**config.mk**
```make
export PLATFORM = sky130hd
export DESIGN_NAME = fixed_decimal_to_text_flat
export DESIGN_NICKNAME = d
export VERILOG_FILES = /design/src/rtl/fdt_pkg.sv /design/src/rtl/fdt_if.sv /design/src/rtl/fixed_decimal_to_text.sv /design/src/rtl/fdt_front.sv /design/src/rtl/fdt_convert.sv /design/src/rtl/fdt_emit.sv /design/src/flat_wrapper.sv
export SDC_FILE = /design/constraint.sdc
export NUM_CORES = 1
export LEC_CHECK = 0
export BUFFER_PORTS_ARGS = -buffer_cell sky130_fd_sc_hd__buf_2
export CORE_MARGIN = 4
export CORE_UTILIZATION = 30
export DETAILED_ROUTE_END_ITERATION = 12
export PLACE_DENSITY = 0.48
export SETUP_SLACK_MARGIN = 0.02
export SLEW_MARGIN = 15
export SYNTH_ARGS = -nofsm -noshare
export SYNTH_HDL_FRONTEND = slang
export SYNTH_SLANG_ARGS = --single-unit
```
**constraint.sdc**
```tcl
create_clock -name clk_i -period 13.28 [get_ports clk_i]
set_input_delay 1.992 -clock clk_i [delete_from_list [all_inputs] [get_ports clk_i]]
set_output_delay 1.992 -clock clk_i [all_outputs]
set_load 0.05 [all_outputs]
```
**src/rtl/fdt_pkg.sv**
```systemverilog
package fdt_pkg;

  // Magnitude bytes that take part; bits above are ignored.
  localparam int VALUE_BYTES = 16;
  localparam int VALUE_BITS  = 8 * VALUE_BYTES;
  localparam int CNT_W       = (VALUE_BITS > 1) ? $clog2(VALUE_BITS) : 1;

  // 2^128 - 1 has 39 decimal digits.
  localparam int MAX_DIGITS = 39;
  localparam int DIGIT_W    = 4;
  localparam int BCD_BITS   = MAX_DIGITS * DIGIT_W;
  localparam int POS_W      = $clog2(MAX_DIGITS);

  localparam int SP_W = 6;  // point position, 0..38
  localparam int TZ_W = 5;  // trailing zeros, 0..24

  localparam logic signed [6:0] SCALE_MIN = -7'sd24;
  localparam logic signed [6:0] SCALE_MAX = 7'sd38;

  localparam int QUEUE_DEPTH = 2;
  localparam int QPTR_W      = (QUEUE_DEPTH > 1) ? $clog2(QUEUE_DEPTH) : 1;
  localparam int QCNT_W      = $clog2(QUEUE_DEPTH + 1);

  localparam logic [6:0] CHAR_ZERO  = 7'h30;
  localparam logic [6:0] CHAR_MINUS = 7'h2d;
  localparam logic [6:0] CHAR_POINT = 7'h2e;

  // Classified request: magnitude plus the formatting it needs.
  typedef struct packed {
    logic [VALUE_BITS-1:0] value;
    logic [SP_W-1:0]       sp;
    logic [TZ_W-1:0]       tz;
    logic                  neg;
  } desc_t;

  // Converted request: packed BCD digits, most significant at the top.
  typedef struct packed {
    logic [BCD_BITS-1:0] bcd;
    logic [SP_W-1:0]     sp;
    logic [TZ_W-1:0]     tz;
    logic                neg;
  } conv_res_t;

  typedef enum logic [4:0] {
    EMIT_IDLE  = 5'b00001,
    EMIT_SIGN  = 5'b00010,
    EMIT_DIGIT = 5'b00100,
    EMIT_TRAIL = 5'b01000,
    EMIT_HOLD  = 5'b10000
  } emit_state_e;

endpackage

```
**src/rtl/fdt_if.sv**
```systemverilog
interface fdt_in_if;
  logic              valid;
  logic              ready;
  logic [63:0]       value_low;
  logic [63:0]       value_high;
  logic signed [6:0] scale;
  logic              is_negative;

  modport source (output valid, value_low, value_high, scale, is_negative, input ready);
  modport sink   (input valid, value_low, value_high, scale, is_negative, output ready);
endinterface

interface fdt_out_if;
  logic       valid;
  logic       ready;
  logic [6:0] char_code;
  logic       last;

  modport source (output valid, char_code, last, input ready);
  modport sink   (input valid, char_code, last, output ready);
endinterface

```
**src/rtl/fixed_decimal_to_text.sv**
```systemverilog
// Fixed-point decimal to ASCII text. Each input transaction carries a
// 128-bit unsigned magnitude (value_high:value_low), a signed decimal scale
// and a sign flag; the block answers with one output transaction per
// character, most significant first, with last set on the final one. Text
// is an optional '-', the digits (zero prints as "0"), a '.' placed scale
// digits from the right with leading zeros added so a digit stands before
// it, or -scale trailing zeros for a negative scale. Scale is clamped to
// -24..38, so a number is at most 64 characters. The binary-to-BCD unit
// shifts one magnitude bit per cycle after a load and takes the next
// number only when the last result has been handed on. Printing a number
// (taking the BCD digits, the sign, the 39 digit positions with leading
// zeros skipped, the trailing zeros and a settle step) runs in parallel
// with converting the next one; a two-entry queue after the input lets
// the source hand over two further numbers while the converter works.

module fixed_decimal_to_text (
  input  logic       clk_i,
  input  logic       rst_ni,
  fdt_in_if.sink     in_i,
  fdt_out_if.source  out_o
);

  // front -> converter
  logic               desc_valid, desc_ready;
  fdt_pkg::desc_t     desc;

  // converter -> emitter
  logic               res_valid, res_ready;
  fdt_pkg::conv_res_t res;

  // Input side: scale clamp, sign/point classification, queue.
  fdt_front u_front (
    .clk_i        (clk_i),
    .rst_ni       (rst_ni),
    .in_i         (in_i),
    .desc_valid_o (desc_valid),
    .desc_ready_i (desc_ready),
    .desc_o       (desc)
  );

  // Shift-and-add-3 binary to BCD, one bit per cycle.
  fdt_convert u_convert (
    .clk_i        (clk_i),
    .rst_ni       (rst_ni),
    .desc_valid_i (desc_valid),
    .desc_ready_o (desc_ready),
    .desc_i       (desc),
    .res_valid_o  (res_valid),
    .res_ready_i  (res_ready),
    .res_o        (res)
  );

  // Character sequencer with registered output.
  fdt_emit u_emit (
    .clk_i       (clk_i),
    .rst_ni      (rst_ni),
    .res_valid_i (res_valid),
    .res_ready_o (res_ready),
    .res_i       (res),
    .out_o       (out_o)
  );

endmodule

```
**src/rtl/fdt_front.sv**
```systemverilog
module fdt_front (
  input  logic           clk_i,
  input  logic           rst_ni,
  fdt_in_if.sink         in_i,
  output logic           desc_valid_o,
  input  logic           desc_ready_i,
  output fdt_pkg::desc_t desc_o
);

  logic signed [6:0] scale_c;
  logic signed [6:0] scale_n;
  fdt_pkg::desc_t    desc_c;

  fdt_pkg::desc_t                    mem_q [fdt_pkg::QUEUE_DEPTH];
  logic [fdt_pkg::QPTR_W-1:0]        wp_q, rp_q;
  logic [fdt_pkg::QCNT_W-1:0]        cnt_q;
  logic                              push, pop;

  // Clamp the scale and split it into point position / trailing zeros.
  always_comb begin
    priority if (in_i.scale < fdt_pkg::SCALE_MIN) begin
      scale_c = fdt_pkg::SCALE_MIN;
    end else if (in_i.scale > fdt_pkg::SCALE_MAX) begin
      scale_c = fdt_pkg::SCALE_MAX;
    end else begin
      scale_c = in_i.scale;
    end
    scale_n      = -scale_c;
    desc_c.value = fdt_pkg::VALUE_BITS'({in_i.value_high, in_i.value_low});
    desc_c.sp    = (scale_c > 7'sd0) ? scale_c[fdt_pkg::SP_W-1:0] : '0;
    desc_c.tz    = (scale_c < 7'sd0) ? scale_n[fdt_pkg::TZ_W-1:0] : '0;
    desc_c.neg   = in_i.is_negative;
  end

  assign in_i.ready   = (cnt_q != fdt_pkg::QCNT_W'(fdt_pkg::QUEUE_DEPTH));
  assign desc_valid_o = (cnt_q != '0);
  assign desc_o       = mem_q[rp_q];
  assign push         = in_i.valid && in_i.ready;
  assign pop          = desc_valid_o && desc_ready_i;

  always_ff @(posedge clk_i) begin
    if (push) begin
      mem_q[wp_q] <= desc_c;
    end
  end

  always_ff @(posedge clk_i or negedge rst_ni) begin
    if (!rst_ni) begin
      wp_q  <= '0;
      rp_q  <= '0;
      cnt_q <= '0;
    end else begin
      if (push) begin
        wp_q <= (wp_q == fdt_pkg::QPTR_W'(fdt_pkg::QUEUE_DEPTH - 1)) ? '0 : wp_q + 1'b1;
      end
      if (pop) begin
        rp_q <= (rp_q == fdt_pkg::QPTR_W'(fdt_pkg::QUEUE_DEPTH - 1)) ? '0 : rp_q + 1'b1;
      end
      unique case ({push, pop})
        2'b10:   cnt_q <= cnt_q + 1'b1;
        2'b01:   cnt_q <= cnt_q - 1'b1;
        default: cnt_q <= cnt_q;
      endcase
    end
  end

endmodule

```
**src/rtl/fdt_convert.sv**
```systemverilog
module fdt_convert (
  input  logic               clk_i,
  input  logic               rst_ni,
  input  logic               desc_valid_i,
  output logic               desc_ready_o,
  input  fdt_pkg::desc_t     desc_i,
  output logic               res_valid_o,
  input  logic               res_ready_i,
  output fdt_pkg::conv_res_t res_o
);

  logic [fdt_pkg::VALUE_BITS-1:0] bin_q;
  logic [fdt_pkg::BCD_BITS-1:0]   bcd_q;
  logic [fdt_pkg::BCD_BITS-1:0]   bcd_adj;
  logic [fdt_pkg::CNT_W-1:0]      cnt_q;
  logic [fdt_pkg::SP_W-1:0]       sp_q;
  logic [fdt_pkg::TZ_W-1:0]       tz_q;
  logic                           neg_q;
  logic                           busy_q, done_q;
  logic                           load;

  // Add 3 to every digit of 5 or more ahead of the shift.
  always_comb begin
    for (int i = 0; i < fdt_pkg::MAX_DIGITS; i++) begin
      bcd_adj[i*fdt_pkg::DIGIT_W +: fdt_pkg::DIGIT_W] =
        (bcd_q[i*fdt_pkg::DIGIT_W +: fdt_pkg::DIGIT_W] >= 4'd5) ?
        bcd_q[i*fdt_pkg::DIGIT_W +: fdt_pkg::DIGIT_W] + 4'd3 :
        bcd_q[i*fdt_pkg::DIGIT_W +: fdt_pkg::DIGIT_W];
    end
  end

  assign desc_ready_o = !busy_q && (!done_q || res_ready_i);
  assign load         = desc_valid_i && desc_ready_o;
  assign res_valid_o  = done_q;
  assign res_o.bcd    = bcd_q;
  assign res_o.sp     = sp_q;
  assign res_o.tz     = tz_q;
  assign res_o.neg    = neg_q;

  always_ff @(posedge clk_i) begin
    if (load) begin
      bin_q <= desc_i.value;
      bcd_q <= '0;
      sp_q  <= desc_i.sp;
      tz_q  <= desc_i.tz;
      neg_q <= desc_i.neg;
    end else if (busy_q) begin
      bin_q <= bin_q << 1;
      bcd_q <= {bcd_adj[fdt_pkg::BCD_BITS-2:0], bin_q[fdt_pkg::VALUE_BITS-1]};
    end
  end

  always_ff @(posedge clk_i or negedge rst_ni) begin
    if (!rst_ni) begin
      busy_q <= 1'b0;
      done_q <= 1'b0;
      cnt_q  <= '0;
    end else begin
      if (load) begin
        busy_q <= 1'b1;
        done_q <= 1'b0;
        cnt_q  <= fdt_pkg::CNT_W'(fdt_pkg::VALUE_BITS - 1);
      end else if (busy_q) begin
        if (cnt_q == '0) begin
          busy_q <= 1'b0;
          done_q <= 1'b1;
        end else begin
          cnt_q <= cnt_q - 1'b1;
        end
      end else if (done_q && res_ready_i) begin
        done_q <= 1'b0;
      end
    end
  end

endmodule

```
**src/rtl/fdt_emit.sv**
```systemverilog
module fdt_emit (
  input  logic               clk_i,
  input  logic               rst_ni,
  input  logic               res_valid_i,
  output logic               res_ready_o,
  input  fdt_pkg::conv_res_t res_i,
  fdt_out_if.source          out_o
);

  fdt_pkg::emit_state_e         state_q, state_d;
  logic [fdt_pkg::BCD_BITS-1:0] bcd_q, bcd_d;
  logic [fdt_pkg::POS_W-1:0]    pos_q, pos_d;
  logic [fdt_pkg::SP_W-1:0]     sp_q, sp_d;
  logic [fdt_pkg::TZ_W-1:0]     tz_q, tz_d;
  logic                         neg_q, neg_d;
  logic                         started_q, started_d;
  logic                         point_q, point_d;
  logic                         ov_q, ov_d;
  logic [6:0]                   oc_q, oc_d;
  logic                         ol_q, ol_d;

  logic [fdt_pkg::DIGIT_W-1:0]  digit;
  logic                         free, print, point_here;

  assign digit = bcd_q[fdt_pkg::BCD_BITS-1 -: fdt_pkg::DIGIT_W];
  assign free  = !ov_q || out_o.ready;
  // A digit prints once a nonzero one is seen, for the units digit, and for
  // every position the point reaches.
  assign print = started_q || (digit != '0) || (pos_q == '0) ||
                 (fdt_pkg::SP_W'(pos_q) <= sp_q);
  assign point_here = (sp_q != '0) && !point_q &&
                      (fdt_pkg::SP_W'(pos_q) + fdt_pkg::SP_W'(1) == sp_q);

  assign res_ready_o     = (state_q == fdt_pkg::EMIT_IDLE);
  assign out_o.valid     = ov_q;
  assign out_o.char_code = oc_q;
  assign out_o.last      = ol_q;

  always_comb begin
    state_d   = state_q;
    bcd_d     = bcd_q;
    pos_d     = pos_q;
    sp_d      = sp_q;
    tz_d      = tz_q;
    neg_d     = neg_q;
    started_d = started_q;
    point_d   = point_q;
    ov_d      = ov_q && !out_o.ready;
    oc_d      = oc_q;
    ol_d      = ol_q;
    unique case (state_q)
      fdt_pkg::EMIT_IDLE: begin
        if (res_valid_i) begin
          bcd_d     = res_i.bcd;
          pos_d     = fdt_pkg::POS_W'(fdt_pkg::MAX_DIGITS - 1);
          sp_d      = res_i.sp;
          tz_d      = res_i.tz;
          neg_d     = res_i.neg;
          started_d = 1'b0;
          point_d   = 1'b0;
          state_d   = res_i.neg ? fdt_pkg::EMIT_SIGN : fdt_pkg::EMIT_DIGIT;
        end
      end
      fdt_pkg::EMIT_SIGN: begin
        if (free) begin
          ov_d    = 1'b1;
          oc_d    = fdt_pkg::CHAR_MINUS;
          ol_d    = 1'b0;
          state_d = fdt_pkg::EMIT_DIGIT;
        end
      end
      fdt_pkg::EMIT_DIGIT: begin
        if (!print) begin
          // leading zero: skip without output
          bcd_d = bcd_q << fdt_pkg::DIGIT_W;
          pos_d = pos_q - 1'b1;
        end else if (point_here) begin
          if (free) begin
            ov_d      = 1'b1;
            oc_d      = fdt_pkg::CHAR_POINT;
            ol_d      = 1'b0;
            point_d   = 1'b1;
            started_d = 1'b1;
          end
        end else if (free) begin
          ov_d      = 1'b1;
          oc_d      = fdt_pkg::CHAR_ZERO + {3'b000, digit};
          started_d = 1'b1;
          bcd_d     = bcd_q << fdt_pkg::DIGIT_W;
          if (pos_q == '0) begin
            ol_d    = (tz_q == '0);
            state_d = (tz_q == '0) ? fdt_pkg::EMIT_HOLD : fdt_pkg::EMIT_TRAIL;
          end else begin
            ol_d  = 1'b0;
            pos_d = pos_q - 1'b1;
          end
        end
      end
      fdt_pkg::EMIT_TRAIL: begin
        if (free) begin
          ov_d = 1'b1;
          oc_d = fdt_pkg::CHAR_ZERO;
          ol_d = (tz_q == fdt_pkg::TZ_W'(1));
          tz_d = tz_q - 1'b1;
          if (tz_q == fdt_pkg::TZ_W'(1)) begin
            state_d = fdt_pkg::EMIT_HOLD;
          end
        end
      end
      fdt_pkg::EMIT_HOLD: begin
        // settle before the next request is taken
        state_d = fdt_pkg::EMIT_IDLE;
      end
      default: state_d = fdt_pkg::EMIT_IDLE;
    endcase
  end

  always_ff @(posedge clk_i) begin
    bcd_q <= bcd_d;
    pos_q <= pos_d;
    sp_q  <= sp_d;
    tz_q  <= tz_d;
    neg_q <= neg_d;
    oc_q  <= oc_d;
    ol_q  <= ol_d;
  end

  always_ff @(posedge clk_i or negedge rst_ni) begin
    if (!rst_ni) begin
      state_q   <= fdt_pkg::EMIT_IDLE;
      started_q <= 1'b0;
      point_q   <= 1'b0;
      ov_q      <= 1'b0;
    end else begin
      state_q   <= state_d;
      started_q <= started_d;
      point_q   <= point_d;
      ov_q      <= ov_d;
    end
  end

endmodule
```
**src/flat_wrapper.sv**
```systemverilog
// flat-port wrapper written by rule: the top's interface ports become plain ports
module fixed_decimal_to_text_flat 
  (clk_i, rst_ni, in_i_valid, in_i_value_low, in_i_value_high, in_i_scale, in_i_is_negative, in_i_ready, out_o_valid, out_o_char_code, out_o_last, out_o_ready);
  fdt_in_if in_i_i ();
  fdt_out_if out_o_i ();
  input  logic clk_i;
  input  logic rst_ni;
  input wire logic [$bits(in_i_i.valid)-1:0] in_i_valid;
  input wire logic [$bits(in_i_i.value_low)-1:0] in_i_value_low;
  input wire logic [$bits(in_i_i.value_high)-1:0] in_i_value_high;
  input wire logic [$bits(in_i_i.scale)-1:0] in_i_scale;
  input wire logic [$bits(in_i_i.is_negative)-1:0] in_i_is_negative;
  output wire logic [$bits(in_i_i.ready)-1:0] in_i_ready;
  output wire logic [$bits(out_o_i.valid)-1:0] out_o_valid;
  output wire logic [$bits(out_o_i.char_code)-1:0] out_o_char_code;
  output wire logic [$bits(out_o_i.last)-1:0] out_o_last;
  input wire logic [$bits(out_o_i.ready)-1:0] out_o_ready;
  assign in_i_i.valid = in_i_valid;
  assign in_i_i.value_low = in_i_value_low;
  assign in_i_i.value_high = in_i_value_high;
  assign in_i_i.scale = in_i_scale;
  assign in_i_i.is_negative = in_i_is_negative;
  assign in_i_ready = in_i_i.ready;
  assign out_o_valid = out_o_i.valid;
  assign out_o_char_code = out_o_i.char_code;
  assign out_o_last = out_o_i.last;
  assign out_o_i.ready = out_o_ready;
  fixed_decimal_to_text u_core (.clk_i(clk_i), .rst_ni(rst_ni), .in_i(in_i_i), .out_o(out_o_i));
endmodule
```
==> results of run 1 <==
[worst max-delay path, stage by stage, from the launching register on]
cell and delay, ns:
edfxtp_1 0.53, ha_1 0.37, and4_1 0.21, a311oi_1 0.27, nand2_1 0.10, o21ai_2 0.30
o21ba_2 0.24, a21oi_4 0.10, buf_4 0.75, buf_4 0.95
[layout by cell type, fill, tap and decap left out, types with 5 or more instances in the layout]
cell / netlist / routed
o31ai_1: 79 / 79
clkinv_1: 0 / 15
buf_4: 4 / 19
nand3_1: 45 / 44
nor3_1: 7 / 7
nand2_1: 697 / 697
or4_1: 7 / 7
dfrtp_1: 20 / 18
mux2i_1: 129 / 129
nand2b_1: 45 / 44
clkbuf_1: 98 / 23
xor2_1: 45 / 45
clkinv_2: 0 / 17
and2_1: 5 / 5
o21ai_0: 370 / 370
edfxtp_1: 599 / 599
nor2_1: 66 / 65
bufinv_16: 0 / 9
xnor2_1: 56 / 56
ha_1: 93 / 93
mux2_2: 12 / 12
dfxtp_1: 156 / 156
buf_2: 30 / 147
a21oi_1: 88 / 87
inv_1: 95 / 95
clkbuf_16: 0 / 91
[worst paths after layout]
kind	endpoint	from
setup / recovery	u_core.u_emit.bcd_q[76]	u_core.u_emit.pos_q[3]
hold / removal	u_core.u_emit.sp_q[4]	u_core.u_convert.sp_q[4]
setup reg to reg	u_core.u_emit.bcd_q[76]	u_core.u_emit.pos_q[3]
hold reg to reg	u_core.u_emit.sp_q[4]	u_core.u_convert.sp_q[4]
max in group asynchronous	u_core.u_front.rp_q	rst_ni
min in group asynchronous	u_core.u_convert.cnt_q[2]	rst_ni
[report_power, final]
part           total (uW)  internal [uW]  switching (uW)
clock                2390           1430             959
combinational        2440            931            1510
sequential           3990           3600             386
total                8820           5970            2850
[cell usage after synthesis, drive strengths merged, types with 3 or more instances]
cell type	instances	area [sq um]
nand2	697	2616
edfxtp	599	17990
o21ai	374	1883
dfxtp	156	3123
mux2i	129	1291
clkbuf	98	367.9
inv	96	360.3
ha	93	1164
a21oi	88	440.4
o31ai	79	593.1
nor2	66	247.7
xnor2	56	490.5
nand2b	45	281.5
nand3	45	225.2
xor2	45	394.1
buf	39	198.9
dfrtp	20	500.5
mux2	12	135.1
nor3	8	45.04
or4	7	52.55
and2	5	31.28
and3	5	31.28
nor3b	5	42.54
a21o	3	22.52
nand3b	3	22.52
[logic make-up (layout without fill, tap and decap cells)]
logic type	count (synthesis)	in the layout	share of synthesized area [%]
AOI/OAI and AO/OA	563	563	9.433
xor gates and xnor gates	101	101	2.696
adders and majority gates	93	93	3.546
buffers and inverters	233	423	2.825
DFF	776	776	65.93
muxes	141	141	4.347
other	2	4	0.02288
and+or+nand+nor	894	894	11.20
[cell type report]
class / count / area share (%)
Sequential cell: 776 / 57.24
Clock buffer: 115 / 6.287
Tap cell: 1414 / 4.679
Antenna cell: 2 / 0.01324
Multi-Input combinational cell: 1794 / 27.26
Clock inverter: 45 / 1.181
Inverter: 96 / 0.9596
Timing Repair Buffer: 167 / 2.376
[layer usage]
layer	global-route usage [%]	share of wire, %
met1	14.98	48
met2	18.18	46
met3	2.286	4.0
met4	3.258	1.9
met5	0	0.11
[sequential cells by signal, indices dropped and copies added (netlist names)]
register and flops:
u_core.u_front.cnt_q 2, u_core.u_convert.cnt_q 7, u_core.u_emit.started_q 1, u_core.u_emit.state_q 5
u_core.u_convert.neg_q 1, u_core.u_emit.out_o.valid 1, u_core.u_emit.sp_q 6, u_core.u_convert.sp_q 6
u_core.u_convert.res_valid_o 1, u_core.u_emit.out_o.last 1, u_core.u_front.rp_q 1, u_core.u_front.mem_q 280
u_core.u_front.wp_q 1, u_core.u_emit.point_q 1, u_core.u_convert.bcd_q 156, u_core.u_emit.bcd_q 156
u_core.u_convert.bin_q 128, u_core.u_convert.busy_q 1, u_core.u_emit.tz_q 5, u_core.u_emit.pos_q 6
u_core.u_emit.out_o.char_code 5, u_core.u_convert.tz_q 5
[metrics by stage]
stage | instance area [sq um] | worst slack, ns | std cells | power [uW]
after floorplan | 32820 | 2.591 | 2803 | 5943
after global placement | 34980 | 8.420 | 4247 | 6513
after detailed placement | 34980 | 8.381 | 4247 | 6530
after CTS | 37810 | 8.873 | 4407 | 8986
after global routing | 37810 | 8.550 | 4408 | 9519
final | 37810 | 8.902 | 4409 | 8819
==> results.json, run 1 <==
{
  "rsz0062_at_grt": "no",
  "overflow": 0,
  "path_clk_slew_ns": 0.06,
  "synthToLayoutAreaGrowth_pct": 15.22,
  "criticalPathCategory": "flop to flop",
  "synth_fp_nets": 3036,
  "nets": 3156,
  "seq_area_sq_mm": 0.02164,
  "grt_start_max_net_pins": 141,
  "ant_nets": 0,
  "wirelength_mm": 65.01,
  "post_drt_wl_per_cell_um": 14.74,
  "fillers": 10750,
  "post-route-min-period_ns": 4.378,
  "worst_slew_pin_slew_ns": 1.120,
  "fmax_mhz": 228.4,
  "ys_seq_elements": 776,
  "die_h_um": 338.7,
  "place_congestion": 0.7258,
  "viasPerCell": 4.499,
  "synth_edf_count": 599,
  "power.density_mw_per_mm2": 233.2,
  "setup_viol": 0,
  "post_cts_buffers": 0,
  "drive_gt1_share_pct": 10.69,
  "worstPathArrival_ns": 4.62,
  "yosysSeqAreaShare_pct": 65.93,
  "die_w_um": 338.7,
  "insertion_delay_ns": 0.63,
  "grt_pass1_wl_mm": 106.0,
  "ir_worst_vdd_mv": 0.1186,
  "reg2reg_slack_ns": 8.90,
  "finalMaxSlewViolations": 0,
  "p_leak_uw": 0.01450,
  "hold_viol": 0,
  "first_pass_iters": 5,
  "cts-root-buf": "clkbuf_16",
  "fin_crit_sh_pct": 32.97,
  "io_pins": 150,
  "die_area_sq_mm": 0.1147,
  "ys.flop_type": "edfxtp_1",
  "num_rows": 121,
  "core_sq_mm": 0.1087,
  "clock_path_buffers": 3,
  "worst_ep_required_time_ns": 13.52,
  "h-tree-depth": 3,
  "drc": 0,
  "via_count": 19840,
  "cp_max_fo": 84,
  "syn_avg_cell_area_sq_um": 11.71,
  "max_slew_margin_pct": 25.06,
  "max_cap_viol_count": 0,
  "async_reset_ff_share_pct": 2.706,
  "final_util_pct": 34.79,
  "yosysUniqueCellTypes": 55,
  "drt_iter0_markers": 1100,
  "hp-class": "flop to flop",
  "whs_ns": 0.4153,
  "track_usage_pct": 11.13,
  "place_hpwl_mm": 37.53,
  "netlist_area_sq_mm": 0.03282,
  "antenna_found_initial": 7,
  "reg2regPathDepth": 9,
  "multi_input_area_sq_mm": 0.01031,
  "cts_hold_buffers": 0,
  "finalSetupTns_ns": 0,
  "cts_sinks": 776,
  "grt_pass1_vias": 19640,
  "outcome": "finished, final reports clean",
  "critical_path.startpoint_type": "flop",
  "syn_inst": 2803,
  "numCtsBuffers": 88,
  "port_buffers": 147,
  "skew_ns": 0.02168,
  "cts_tree": "done",
  "yosysWarnings": 0,
  "end_kind": "flop",
  "cts_resized": 0,
  "initial_core_util_pct": 30.19,
  "min_path_cells": 0
}
No activity file was read; power rests on OpenSTA's default activity.
==> run 2: changes to the inputs <==
--- a/config.mk
+++ b/config.mk
@@ -9,7 +9,7 @@
 export CORE_MARGIN = 4
 export CORE_UTILIZATION = 30
 export DETAILED_ROUTE_END_ITERATION = 12
-export PLACE_DENSITY = 0.48
+export PLACE_DENSITY = 0.49
 export SETUP_SLACK_MARGIN = 0.02
 export SLEW_MARGIN = 15
 export SYNTH_ARGS = -nofsm -noshare
==> constraint.sdc (replaced) <==
create_clock -name clk_i -period 3.65 [get_ports clk_i]
set_input_delay 0.5475 -clock clk_i [delete_from_list [all_inputs] [get_ports clk_i]]
set_output_delay 0.5475 -clock clk_i [all_outputs]
set_load 0.05 [all_outputs]
==> results.json, run 2 (synthesis gave the netlist of run 1 again) <==
{
  "grt_start_max_net_pins": 248,
  "max_slew_margin_pct": 35.14,
  "clock_path_buffers": 3,
  "first_pass_iters": 5,
  "insertion_delay_ns": 0.65,
  "cp_max_fo": 38,
  "overflow": 0,
  "port_buffers": 147,
  "post-route-min-period_ns": 2.999,
  "power_frac_seq_pct": 44.9,
  "hold_viol": 0,
  "cp-startpoint": "u_core.u_emit.pos_q[1]",
  "place_hpwl_mm": 38.18,
  "grt_pass1_wl_mm": 105.9,
  "reg2regPathDepth": 9,
  "cts_tree": "done",
  "cts-root-buf": "clkbuf_16",
  "cts_hold_buffers": 1,
  "finalMaxSlewViolations": 0,
  "fmax_mhz": 333.5,
  "grt_pass1_vias": 19750,
  "synthToLayoutAreaGrowth_pct": 16.50,
  "initial_core_util_pct": 30.19,
  "ant_nets": 0,
  "die_w_um": 338.7,
  "criticalPathCategory": "flop to flop",
  "critical_path.startpoint_type": "flop",
  "power.density_mw_per_mm2": 848.3,
  "final_common_cell": "nand2_1",
  "outcome": "finished, final reports clean",
  "post_cts_buffers": 0,
  "worst_ep_required_time_ns": 3.97,
  "nets": 3170,
  "post_drt_wl_per_cell_um": 14.58,
  "die_h_um": 338.7,
  "pwr-share-clk_pct": 27.4,
  "final_cell_mix": "nand2_1, edfxtp_1, o21ai_0",
  "drive_gt1_share_pct": 11.33,
  "viasPerCell": 4.497,
  "diodes": 0,
  "cts_sinks": 776,
  "drt_iter0_markers": 1091,
  "reg2reg_to": "u_core.u_emit.bcd_q[41]",
  "worst_slew_pin_slew_ns": 0.9728,
  "ir_worst_vdd_mv": 0.4101,
  "fillers": 10840,
  "cellInternalPower_uw": 21870,
  "wirelength_mm": 64.49,
  "path_clk_slew_ns": 0.06,
  "die_area_sq_mm": 0.1147,
  "fin_crit_sh_pct": 82.15,
  "skew_ns": 0.02197,
  "via_count": 19890,
  "setup_viol": 0,
  "numCtsBuffers": 89,
  "hp-class": "input port to flop",
  "regMostFlops": "u_core.u_front.mem_q",
  "worstPathArrival_ns": 3.32,
  "core_sq_mm": 0.1087,
  "reg_top3": "u_core.u_front.mem_q: 280 flops, u_core.u_convert.bcd_q: 156 flops, u_core.u_emit.bcd_q: 156 flops",
  "whs_ns": 0.08572,
  "final_util_pct": 35.17,
  "place_congestion": 0.7316,
  "switchingPower_uw": 10560,
  "r2r_start": "u_core.u_emit.pos_q[1]",
  "antenna_found_initial": 0,
  "p_leak_uw": 0.01466,
  "io_pins": 150,
  "h-tree-depth": 3,
  "num_rows": 121,
  "end_kind": "flop",
  "crit_end": "u_core.u_emit.bcd_q[41]",
  "cts_resized": 0,
  "finalSetupTns_ns": 0,
  "p_sw_share_pct": 32.56,
  "drc": 0,
  "largest_reg_flops": 280,
  "p_comb_share_pct": 27.7,
  "reg2reg_slack_ns": 0.65,
  "rsz0062_at_grt": "no",
  "max_cap_viol_count": 0,
  "track_usage_pct": 11.14
}
==> run 2: cell count changes in the layout (fill, tap and decap cells not counted), moves of 3 or more <==
| cell | previous run | this run |
|---|---|---|
| clkinvlp_4 | 0 | 4 |
| buf_12 | 1 | 16 |
| clkbuf_1 | 23 | 16 |
| clkinv_1 | 15 | 18 |
| clkbuf_8 | 1 | 6 |
| clkinv_2 | 17 | 12 |
| buf_4 | 19 | 16 |
==> run 2: cell type report <==
class                      count  area, sq um  area share (%)
clock buffer                 112         2395           6.264
clock inverter                51        545.5           1.427
inverter                      96        362.8          0.9491
multi-input combinational   1794        10330           27.01
sequential                   776        21640           56.62
tap                         1414         1769           4.628
timing repair buffer         180         1186           3.103
==> run 2: stage by stage <==
stage / worst slack (ns) / instances / power (uW) / cell area [sq um]
final: 0.6515 / 4423 / 32430 / 38230
after global routing: 0.5213 / 4423 / 34990 / 38230
after CTS: 0.6359 / 4423 / 33050 / 38230
after detailed placement: 0.6476 / 4259 / 23920 / 35280
after global placement: 0.6516 / 4259 / 23820 / 35280
after floorplan: -0.9979 / 2803 / 21440 / 32860
==> run 2: power groups by stage <==
stage,Clock (uW),Combinational [uW],Sequential (uW)
after floorplan,0,7100,14300
after global placement,0,9090,14700
after detailed placement,0,9170,14700
after CTS,9220,9230,14600
after global routing,9590,10500,14900
final,8870,8980,14600
==> run 2: routing by layer <==
metal,track usage [%],part of all wire [%]
met4,3.044,1.7
met1,15.19,49
met5,0,0
met3,2.286,3.8
met2,18.06,46
==> run 2: worst min-delay path by stage <==
stage	to	slack (ns)	from	cells after the start
after floorplan	u_core.u_convert.busy_q	0.25	rst_ni	0
after global routing	u_core.u_front.mem_q[1][38]	0.03	in_i_value_low[26]	1
after detailed placement	u_core.u_emit.sp_q[5]	0.42	u_core.u_convert.sp_q[5]	0
final	u_core.u_front.mem_q[1][21]	0.09	in_i_value_low[9]	1
after global placement	u_core.u_emit.sp_q[5]	0.42	u_core.u_convert.sp_q[5]	0
after CTS	u_core.u_front.mem_q[1][38]	0.02	in_i_value_low[26]	1
==> run 2: worst max-delay path: stages, from the launching register on <==
cell and delay, ns:
edfxtp_1 0.48, ha_2 0.25, and3b_1 0.15, or3_1 0.32, a31oi_2 0.25, nor4_4 0.05, buf_4 0.17, o21ba_4 0.23
a21oi_4 0.45, buf_12 0.30
